`src/sv/wcrm_pkg.sv`:
```
// ----------------------------------------------------------------------------
// wcrm_pkg
// Shared widths, codes and types of the windowed congestion rate monitor.
// ----------------------------------------------------------------------------
`default_nettype none

package wcrm_pkg;

    // field widths
    localparam int SEQ_W    = 32;
    localparam int CNT_W    = 64;
    localparam int TICK_W   = 16;
    localparam int THR_W    = 7;
    localparam int RATE_W   = 15;

    // shared arithmetic unit width: holds congested * 25600 and 100 * congested
    localparam int ACC_W    = 80;

    // stream payload widths
    localparam int S_DATA_W = 40;
    localparam int M_DATA_W = 216;

    // configuration port
    localparam int CFG_IDX_W  = 2;
    localparam int CFG_DATA_W = 16;
    localparam logic [CFG_IDX_W-1:0] REG_WINDOW_TICKS = 2'd0;
    localparam logic [CFG_IDX_W-1:0] REG_ALERT_THR    = 2'd1;

    // register reset values
    localparam logic [TICK_W-1:0] WINDOW_TICKS_RST = 16'd100;
    localparam logic [THR_W-1:0]  ALERT_THR_RST    = 7'd20;

    // input kinds
    localparam logic CMD_PACKET = 1'b0;
    localparam logic CMD_TICK   = 1'b1;

    // one hundred percent in Q8
    localparam logic [RATE_W-1:0] RATE_FULL = 15'd25600;

    // control of the shared adder
    typedef struct packed {
        logic sub;
    } alu_ctl_t;

endpackage

`default_nettype wire

```
`src/sv/windowed_congestion_rate_monitor_core.sv`:
```
// ----------------------------------------------------------------------------
// windowed_congestion_rate_monitor_core
// Counts packet sequence deltas per window and lifetime, and at window close
// works out the congested percent (Q8) and the threshold alert.
// ----------------------------------------------------------------------------
//  channel   direction  payload
//  s_*       in         tuser: command; tdata: seq_number[31:0], ecn_flag[32]
//  m_*       out        tdata: seq_seen, packet_delta, was_congested,
//                       lifetime_received, lifetime_congested, window_closed,
//                       rate_q8, alert
//  cfg_*     in         cfg_index, cfg_data (register write)
//
//  ticks, baseline and repeated sequence numbers are handled in the idle state.
//  a counted packet passes count and output; one that closes a window also
//  runs range check, scale, divide and alert on the shared 80-bit adder;
//  an empty or fully congested window skips scale and divide.
//  s_tready is low while an item is in work or its result waits for the
//  output register; reset is synchronous, active low.
// ----------------------------------------------------------------------------
`default_nettype none

module windowed_congestion_rate_monitor_core
    import wcrm_pkg::*;
(
    input  wire logic                  aclk,
    input  wire logic                  aresetn,
    // input stream
    input  wire logic                  s_tvalid,
    output logic                       s_tready,
    input  wire logic [S_DATA_W-1:0]   s_tdata,   // seq_number[31:0], ecn_flag[32]
    input  wire logic                  s_tuser,   // command[0]
    // result stream
    output logic                       m_tvalid,
    input  wire logic                  m_tready,
    output logic      [M_DATA_W-1:0]   m_tdata,   // seq_seen[31:0], packet_delta[63:32],
                                                  // was_congested[64],
                                                  // lifetime_received[128:65],
                                                  // lifetime_congested[192:129],
                                                  // window_closed[193], rate_q8[208:194],
                                                  // alert[209]
    // configuration writes
    input  wire logic                  cfg_valid,
    output logic                       cfg_ready,
    input  wire logic [CFG_IDX_W-1:0]  cfg_index,
    input  wire logic [CFG_DATA_W-1:0] cfg_data
);

    // sequencer states
    localparam logic [2:0] S_IDLE  = 3'd0;
    localparam logic [2:0] S_COUNT = 3'd1;
    localparam logic [2:0] S_RANGE = 3'd2;
    localparam logic [2:0] S_SCALE = 3'd3;
    localparam logic [2:0] S_DIV   = 3'd4;
    localparam logic [2:0] S_ALERT = 3'd5;
    localparam logic [2:0] S_OUT   = 3'd6;

    localparam logic [3:0] DIV_LAST   = 4'd14;
    localparam logic [3:0] ALERT_LAST = 4'd8;

    // control and architectural state
    logic [2:0]        state_reg, state_next;
    logic [3:0]        step_reg, step_next;
    logic [TICK_W-1:0] win_ticks_reg, win_ticks_next;
    logic [THR_W-1:0]  thr_reg, thr_next;
    logic              have_base_reg, have_base_next;
    logic [SEQ_W-1:0]  last_seq_reg, last_seq_next;
    logic [CNT_W-1:0]  win_total_reg, win_total_next;
    logic [CNT_W-1:0]  win_cong_reg, win_cong_next;
    logic [TICK_W-1:0] elapsed_reg, elapsed_next;
    logic [CNT_W-1:0]  tot_rx_reg, tot_rx_next;
    logic [CNT_W-1:0]  tot_cong_reg, tot_cong_next;
    logic [RATE_W-1:0] rate_reg, rate_next;
    logic              alert_reg, alert_next;
    logic              m_tvalid_reg, m_tvalid_next;

    // working payload
    logic [SEQ_W-1:0]    seq_reg, seq_next;
    logic [SEQ_W-1:0]    delta_reg, delta_next;
    logic                ecn_reg, ecn_next;
    logic                closed_reg, closed_next;
    logic [ACC_W-1:0]    acc_reg, acc_next;
    logic [ACC_W-1:0]    opnd_reg, opnd_next;
    logic [RATE_W-1:0]   quo_reg, quo_next;
    logic [M_DATA_W-1:0] m_tdata_reg, m_tdata_next;

    // shared unit
    logic [ACC_W-1:0] alu_a, alu_b, alu_res;
    alu_ctl_t         alu_ctl;
    logic             alu_carry;

    logic [SEQ_W-1:0] in_seq;
    logic             in_ecn;
    logic             in_accept;
    logic [3:0]       thr_step;
    logic             thr_bit;

    assign in_seq    = s_tdata[SEQ_W-1:0];
    assign in_ecn    = s_tdata[SEQ_W];
    assign in_accept = s_tvalid && s_tready;
    assign s_tready  = (state_reg == S_IDLE);
    assign cfg_ready = 1'b1;
    assign m_tvalid  = m_tvalid_reg;
    assign m_tdata   = m_tdata_reg;

    // threshold bit used by the current alert step
    assign thr_step = step_reg - 4'd2;
    assign thr_bit  = thr_reg[thr_step[2:0]];

    // operand selection for the shared adder
    always_comb begin
        alu_a       = acc_reg;
        alu_b       = '0;
        alu_ctl.sub = 1'b0;
        unique case (state_reg)
            S_RANGE: begin
                alu_a       = {16'b0, win_cong_reg};
                alu_b       = {16'b0, win_total_reg};
                alu_ctl.sub = 1'b1;
            end
            S_SCALE: begin
                alu_b = (step_reg == 4'd0) ? {3'b0, win_cong_reg, 13'b0}
                                           : {6'b0, win_cong_reg, 10'b0};
            end
            S_DIV: begin
                alu_b       = opnd_reg;
                alu_ctl.sub = 1'b1;
            end
            S_ALERT: begin
                if (step_reg == 4'd0) begin
                    alu_b = {11'b0, win_cong_reg, 5'b0};
                end else if (step_reg == 4'd1) begin
                    alu_b = {14'b0, win_cong_reg, 2'b0};
                end else begin
                    alu_b       = thr_bit ? opnd_reg : '0;
                    alu_ctl.sub = 1'b1;
                end
            end
            default: begin
                alu_a = '0;
            end
        endcase
    end

    wcrm_alu u_alu (
        .a     (alu_a),
        .b     (alu_b),
        .ctl   (alu_ctl),
        .res   (alu_res),
        .carry (alu_carry)
    );

    // sequencer and next state
    always_comb begin
        state_next     = state_reg;
        step_next      = step_reg;
        win_ticks_next = win_ticks_reg;
        thr_next       = thr_reg;
        have_base_next = have_base_reg;
        last_seq_next  = last_seq_reg;
        win_total_next = win_total_reg;
        win_cong_next  = win_cong_reg;
        elapsed_next   = elapsed_reg;
        tot_rx_next    = tot_rx_reg;
        tot_cong_next  = tot_cong_reg;
        rate_next      = rate_reg;
        alert_next     = alert_reg;
        m_tvalid_next  = m_tvalid_reg;
        seq_next       = seq_reg;
        delta_next     = delta_reg;
        ecn_next       = ecn_reg;
        closed_next    = closed_reg;
        acc_next       = acc_reg;
        opnd_next      = opnd_reg;
        quo_next       = quo_reg;
        m_tdata_next   = m_tdata_reg;

        // result leaves the output register
        if (m_tvalid_reg && m_tready) begin
            m_tvalid_next = 1'b0;
        end

        // register writes
        if (cfg_valid && cfg_ready) begin
            unique case (cfg_index)
                REG_WINDOW_TICKS: win_ticks_next = cfg_data;
                REG_ALERT_THR:    thr_next       = cfg_data[THR_W-1:0];
                default: ;
            endcase
        end

        unique case (state_reg)
            S_IDLE: begin
                if (in_accept) begin
                    if (s_tuser == CMD_TICK) begin
                        if (elapsed_reg != {TICK_W{1'b1}}) begin
                            elapsed_next = elapsed_reg + 16'd1;
                        end
                    end else if (!have_base_reg) begin
                        have_base_next = 1'b1;
                        last_seq_next  = in_seq;
                    end else if (in_seq != last_seq_reg) begin
                        delta_next    = in_seq - last_seq_reg;
                        last_seq_next = in_seq;
                        seq_next      = in_seq;
                        ecn_next      = in_ecn;
                        state_next    = S_COUNT;
                    end
                end
            end
            // window and lifetime totals
            S_COUNT: begin
                win_total_next = win_total_reg + {32'b0, delta_reg};
                tot_rx_next    = tot_rx_reg + {32'b0, delta_reg};
                if (ecn_reg) begin
                    win_cong_next = win_cong_reg + {32'b0, delta_reg};
                    tot_cong_next = tot_cong_reg + {32'b0, delta_reg};
                end
                if (elapsed_reg >= win_ticks_reg) begin
                    state_next = S_RANGE;
                end else begin
                    closed_next = 1'b0;
                    state_next  = S_OUT;
                end
            end
            // empty window or saturated rate skip the divide
            S_RANGE: begin
                if (win_total_reg == '0 || alu_carry) begin
                    rate_next  = (win_total_reg == '0) ? '0 : RATE_FULL;
                    acc_next   = {10'b0, win_cong_reg, 6'b0};
                    opnd_next  = {16'b0, win_total_reg};
                    step_next  = '0;
                    state_next = S_ALERT;
                end else begin
                    acc_next   = {2'b0, win_cong_reg, 14'b0};
                    step_next  = '0;
                    state_next = S_SCALE;
                end
            end
            // congested * 25600 as three shifted terms
            S_SCALE: begin
                acc_next = alu_res;
                if (step_reg == 4'd0) begin
                    step_next = 4'd1;
                end else begin
                    opnd_next  = {2'b0, win_total_reg, 14'b0};
                    quo_next   = '0;
                    step_next  = '0;
                    state_next = S_DIV;
                end
            end
            // restoring divide, one quotient bit a cycle
            S_DIV: begin
                if (alu_carry) begin
                    acc_next = alu_res;
                end
                quo_next  = {quo_reg[RATE_W-2:0], alu_carry};
                opnd_next = opnd_reg >> 1;
                if (step_reg == DIV_LAST) begin
                    rate_next  = {quo_reg[RATE_W-2:0], alu_carry};
                    acc_next   = {10'b0, win_cong_reg, 6'b0};
                    opnd_next  = {16'b0, win_total_reg};
                    step_next  = '0;
                    state_next = S_ALERT;
                end else begin
                    step_next = step_reg + 4'd1;
                end
            end
            // 100 * congested - threshold * total, sign decides the alert
            S_ALERT: begin
                acc_next = alu_res;
                if (step_reg >= 4'd2) begin
                    opnd_next = opnd_reg << 1;
                end
                if (step_reg == ALERT_LAST) begin
                    alert_next     = !alu_res[ACC_W-1] && (alu_res != '0);
                    win_total_next = '0;
                    win_cong_next  = '0;
                    elapsed_next   = '0;
                    closed_next    = 1'b1;
                    state_next     = S_OUT;
                end else begin
                    step_next = step_reg + 4'd1;
                end
            end
            // load the output register once it is free
            S_OUT: begin
                if (!m_tvalid_reg || m_tready) begin
                    m_tvalid_next = 1'b1;
                    m_tdata_next  = {6'b0, alert_reg, rate_reg, closed_reg, tot_cong_reg,
                                     tot_rx_reg, ecn_reg, delta_reg, seq_reg};
                    state_next    = S_IDLE;
                end
            end
            default: begin
                state_next = S_IDLE;
            end
        endcase
    end

    // control state
    always_ff @(posedge aclk) begin
        if (!aresetn) begin
            state_reg     <= S_IDLE;
            step_reg      <= '0;
            win_ticks_reg <= WINDOW_TICKS_RST;
            thr_reg       <= ALERT_THR_RST;
            have_base_reg <= 1'b0;
            last_seq_reg  <= '0;
            win_total_reg <= '0;
            win_cong_reg  <= '0;
            elapsed_reg   <= '0;
            tot_rx_reg    <= '0;
            tot_cong_reg  <= '0;
            rate_reg      <= '0;
            alert_reg     <= 1'b0;
            m_tvalid_reg  <= 1'b0;
        end else begin
            state_reg     <= state_next;
            step_reg      <= step_next;
            win_ticks_reg <= win_ticks_next;
            thr_reg       <= thr_next;
            have_base_reg <= have_base_next;
            last_seq_reg  <= last_seq_next;
            win_total_reg <= win_total_next;
            win_cong_reg  <= win_cong_next;
            elapsed_reg   <= elapsed_next;
            tot_rx_reg    <= tot_rx_next;
            tot_cong_reg  <= tot_cong_next;
            rate_reg      <= rate_next;
            alert_reg     <= alert_next;
            m_tvalid_reg  <= m_tvalid_next;
        end
    end

    // payload registers
    always_ff @(posedge aclk) begin
        seq_reg     <= seq_next;
        delta_reg   <= delta_next;
        ecn_reg     <= ecn_next;
        closed_reg  <= closed_next;
        acc_reg     <= acc_next;
        opnd_reg    <= opnd_next;
        quo_reg     <= quo_next;
        m_tdata_reg <= m_tdata_next;
    end

endmodule

`default_nettype wire

```
`src/sv/wcrm_alu.sv`:
```
// ----------------------------------------------------------------------------
// wcrm_alu
// Shared wide add/subtract unit; carry out doubles as the a >= b flag.
// ----------------------------------------------------------------------------
`default_nettype none

module wcrm_alu
    import wcrm_pkg::*;
(
    input  wire logic [ACC_W-1:0] a,
    input  wire logic [ACC_W-1:0] b,
    input  wire alu_ctl_t         ctl,
    output logic      [ACC_W-1:0] res,
    output logic                  carry
);

    logic [ACC_W-1:0] b_op;
    logic [ACC_W:0]   full;

    // two's complement subtract by inverting b and injecting a carry
    assign b_op  = ctl.sub ? ~b : b;
    assign full  = {1'b0, a} + {1'b0, b_op} + {{ACC_W{1'b0}}, ctl.sub};
    assign res   = full[ACC_W-1:0];
    assign carry = full[ACC_W];

endmodule

`default_nettype wire

```
`config.mk`:
```
export PLATFORM = sky130hd
export DESIGN_NAME = windowed_congestion_rate_monitor_core
export DESIGN_NICKNAME = d
export VERILOG_FILES = /design/src/sv/wcrm_pkg.sv /design/src/sv/windowed_congestion_rate_monitor_core.sv /design/src/sv/wcrm_alu.sv
export SDC_FILE = /design/constraint.sdc
export NUM_CORES = 2
export LEC_CHECK = 0
export ABC_AREA = 1
export BUFFER_PORTS_ARGS = -buffer_cell sky130_fd_sc_hd__buf_2
export CAP_MARGIN = 20
export CORE_ASPECT_RATIO = 1.2
export CORE_MARGIN = 2
export CORE_UTILIZATION = 57
export DETAILED_ROUTE_END_ITERATION = 12
export GPL_TIMING_DRIVEN = 1
export PLACE_DENSITY_LB_ADDON = 0.25
export SKIP_LAST_GASP = 1
export SLEW_MARGIN = 10
export SYNTH_ARGS = -nofsm -noshare
export SYNTH_HDL_FRONTEND = slang
export SYNTH_SLANG_ARGS = --single-unit
```
`constraint.sdc`:
```
create_clock -name aclk -period 17 [get_ports aclk]
set_clock_uncertainty 0.05 [all_clocks]
set_input_delay 0.85 -clock aclk [delete_from_list [all_inputs] [get_ports aclk]]
set_output_delay 0.85 -clock aclk [all_outputs]
set_load 0.02 [all_outputs]
```
==> metrics <==
area post-placement 0.0553 mm²; maximum clock insertion buffer count 3; CP startpoint kind flip-flop; Mapped Area 0.0528 mm²; CP cell instances inv_2 > nor3_4 > buf_4 > clkinv_2 > nand3_2 > clkinv_2 > buf_4 > o21ai_0 > ha_1 > nand2_1 > nor2_1 > inv_1 > nor3_1 > nand2_1 > nor3_1 > nand4_1 > nand3_2 > buf_4 > nor2_1 > a2111oi_2 > buf_4 > buf_4; Post-Place Cells 8,455; worst vdd ir 97.3 µV; CP max-delay cell nand3_2; Seq/Total Area, Yosys 0.389; GR Util met1 0.501; fin util 0.631; hold_ws 342 ps; synth unique cells 64; Max stage delay on crit path 730 ps; NumNets Final 7,632; Max Clk Rate 115 MHz; met2 usage 0.677; die width 282 µm; Die Span Y 337 µm; global-route wire length before repair 301 mm; CP Buf/Inv Count 9; unrepaired setup endpoints after global routing false; largest area contributor in the netlist edfxtp_1; initial core utilization 0.574; Syn. warnings 0; post-layout min period 8680 ps; final setup fails 0; maxcap violations 0; initial drt markers 6,517; synthesis-stage register bit count 802; Setup crit end kind flip-flop; total chip power 4.69 mW; fillers 8,344; Setup CP Type reg2reg; post-synth top area share 0.256; hold buffers post-CTS 0; post-DP HPWL 154 mm; run status finished clean; CTS tree built; Fin. Hold Viols 0; global route hottest layer met2; DR WL/cell 23.9 µm; DR pass1 iterations 7; setup tns final 0 ps; final global-route overflow total 0; hold crit path type in2reg; Data arrival, critical path 8900 ps; P&R area growth vs syn 9.97%; Slew Viols, Final 0; CTS Buf Count 81; Post-CTS Setup Bufs 0; DRC violations left 0; Area contributors post-synth edfxtp_1 26%, dfxtp_1 13%, nand2_1 9.3%; post-cts repair resize count 0; Least-Margin Pin Slew 1310 ps; Post-Syn Area per Cell 7.41 µm²; clock root buffer clkbuf_16; io pins 283; drt total wl 206 mm; Core Region 0.0920 mm²; final worst-path setup slack 8320 ps; CP top delay family buffers and inverters; clk_lat worst skew 660 ps; Required @ worst endpoint 17,220 ps; Vias 53,400; top_reg_cell synth edfxtp_1; clk sinks 802; total track usage 0.420; PD cells 80.7 mW/mm²; I/O Buffers 268; Async S/R FF share, synth 0; Cell Count, Final, Fillers Out 8,610; Vias/cell 6.20; Die ar. 0.0951 mm²; Leak Pwr 23.5 nW; EDFF count, synth 450; Synth Instances 7,132; pre-CTS WS 8750 ps; fin area 0.0581 mm²; number of flip-flops under the largest register name 210; vias in the first global route 50,000; largest net degree at the start of global routing 83; GPL Wtd Cong 1.04; Max Fanout on Critical Path 59; Cell Rows 122; routing usage on met3 0.0844; initial antenna violation count 6; period utilisation layout 0.510; fraction of layout cells with a size suffix above 1 0.0795; Final ANT Viol Nets 0; Clock Pin Slew Worst Setup and Hold Paths 70 ps; Worst slew margin 0.121; cell mode on critical path buf_4; H-tree levels 3
## cells by family after synthesis
family          Yosys count  share of synthesized area
simple gates           2673                      0.213
compound gates         1964                      0.215
buf+inv                1242                     0.0891
flops                   802                      0.389
fa+ha+maj               269                     0.0646
xor+xnor                180                     0.0299
other cells               2                   0.000142
## layout by cell type (no fill, tap or decap), drive strengths merged, types with 6 or more instances in the layout
cell type  Yosys  final
a211oi         6      6
a21boi        24     24
a21o          15     15
a21oi        698    698
a22oi          8      8
a31oi         96     96
and2          11     11
buf           50    337
bufinv         0      7
clkbuf       208    107
clkinv        10     37
clkinvlp       0      6
conb           2      7
dfxtp        352    352
edfxtp       450    450
fa             6      6
ha           263    263
inv          974    979
nand2       1327   1327
nand3        304    304
nand3b        22     22
nand4         76     76
nor2         728    728
nor3         102    102
nor4          52     52
o211ai        41     41
o21a          57     57
o21ai        699    699
o21bai        48     48
o221ai        68     68
o22ai         76     76
o31ai         11     11
o32ai        102    102
or2           42     42
xnor2         41     41
xor2         139    139
## synth_stat cells, types with 96 or more instances
cell and count:
inv_1 961, clkbuf_1 208, edfxtp_1 450, nand3_1 299, a31oi_1 96, a21oi_1 696, nor2_1 725, xor2_1 139
ha_1 263, nand2_1 1314, nor3_1 98, dfxtp_1 352, o32ai_1 102, o21ai_0 675
## power breakdown
| group | total (mW) | switching [mW] | internal (mW) |
|---|---|---|---|
| clock | 1.86 | 0.807 | 1.06 |
| sequential | 2.14 | 0.0339 | 2.11 |
| combinational | 0.681 | 0.463 | 0.218 |
| total | 4.69 | 1.30 | 3.38 |
## final cells by class
cell class,instances,area (µm²),area share
multi-input combinational,5093,27700,0.476
sequential,802,20600,0.354
inverter,984,3700,0.0637
clock buffer,107,2260,0.0389
timing repair buffer,337,1860,0.0321
tap,1240,1550,0.0267
clock inverter,45,489,0.00842
antenna,2,5.00,0.0000862
## metal layers
layer | part of all wire | routed length, µm
met2 | 0.45 | 92400
met5 | 0.00025 | 51
met1 | 0.37 | 75300
met3 | 0.099 | 20300
met4 | 0.085 | 17500
## worst paths after layout
| check | startpoint | to | slack (ps) | cells past startpoint |
|---|---|---|---|---|
| min | s_tdata[32] | ecn_reg$_DFFE_PP_ | 340 | 1 |
| max reg2reg | state_reg[1]$_SDFFE_PN0P_ | opnd_reg[4]$_DFFE_PP_ | 8320 | 22 |
| min reg2reg | closed_reg$_DFFE_PP_ | m_tdata[193]$_DFFE_PP_ | 360 | 0 |
| max | state_reg[1]$_SDFFE_PN0P_ | opnd_reg[4]$_DFFE_PP_ | 8320 | 22 |
Note: power is estimated with default switching activity, not from simulation.
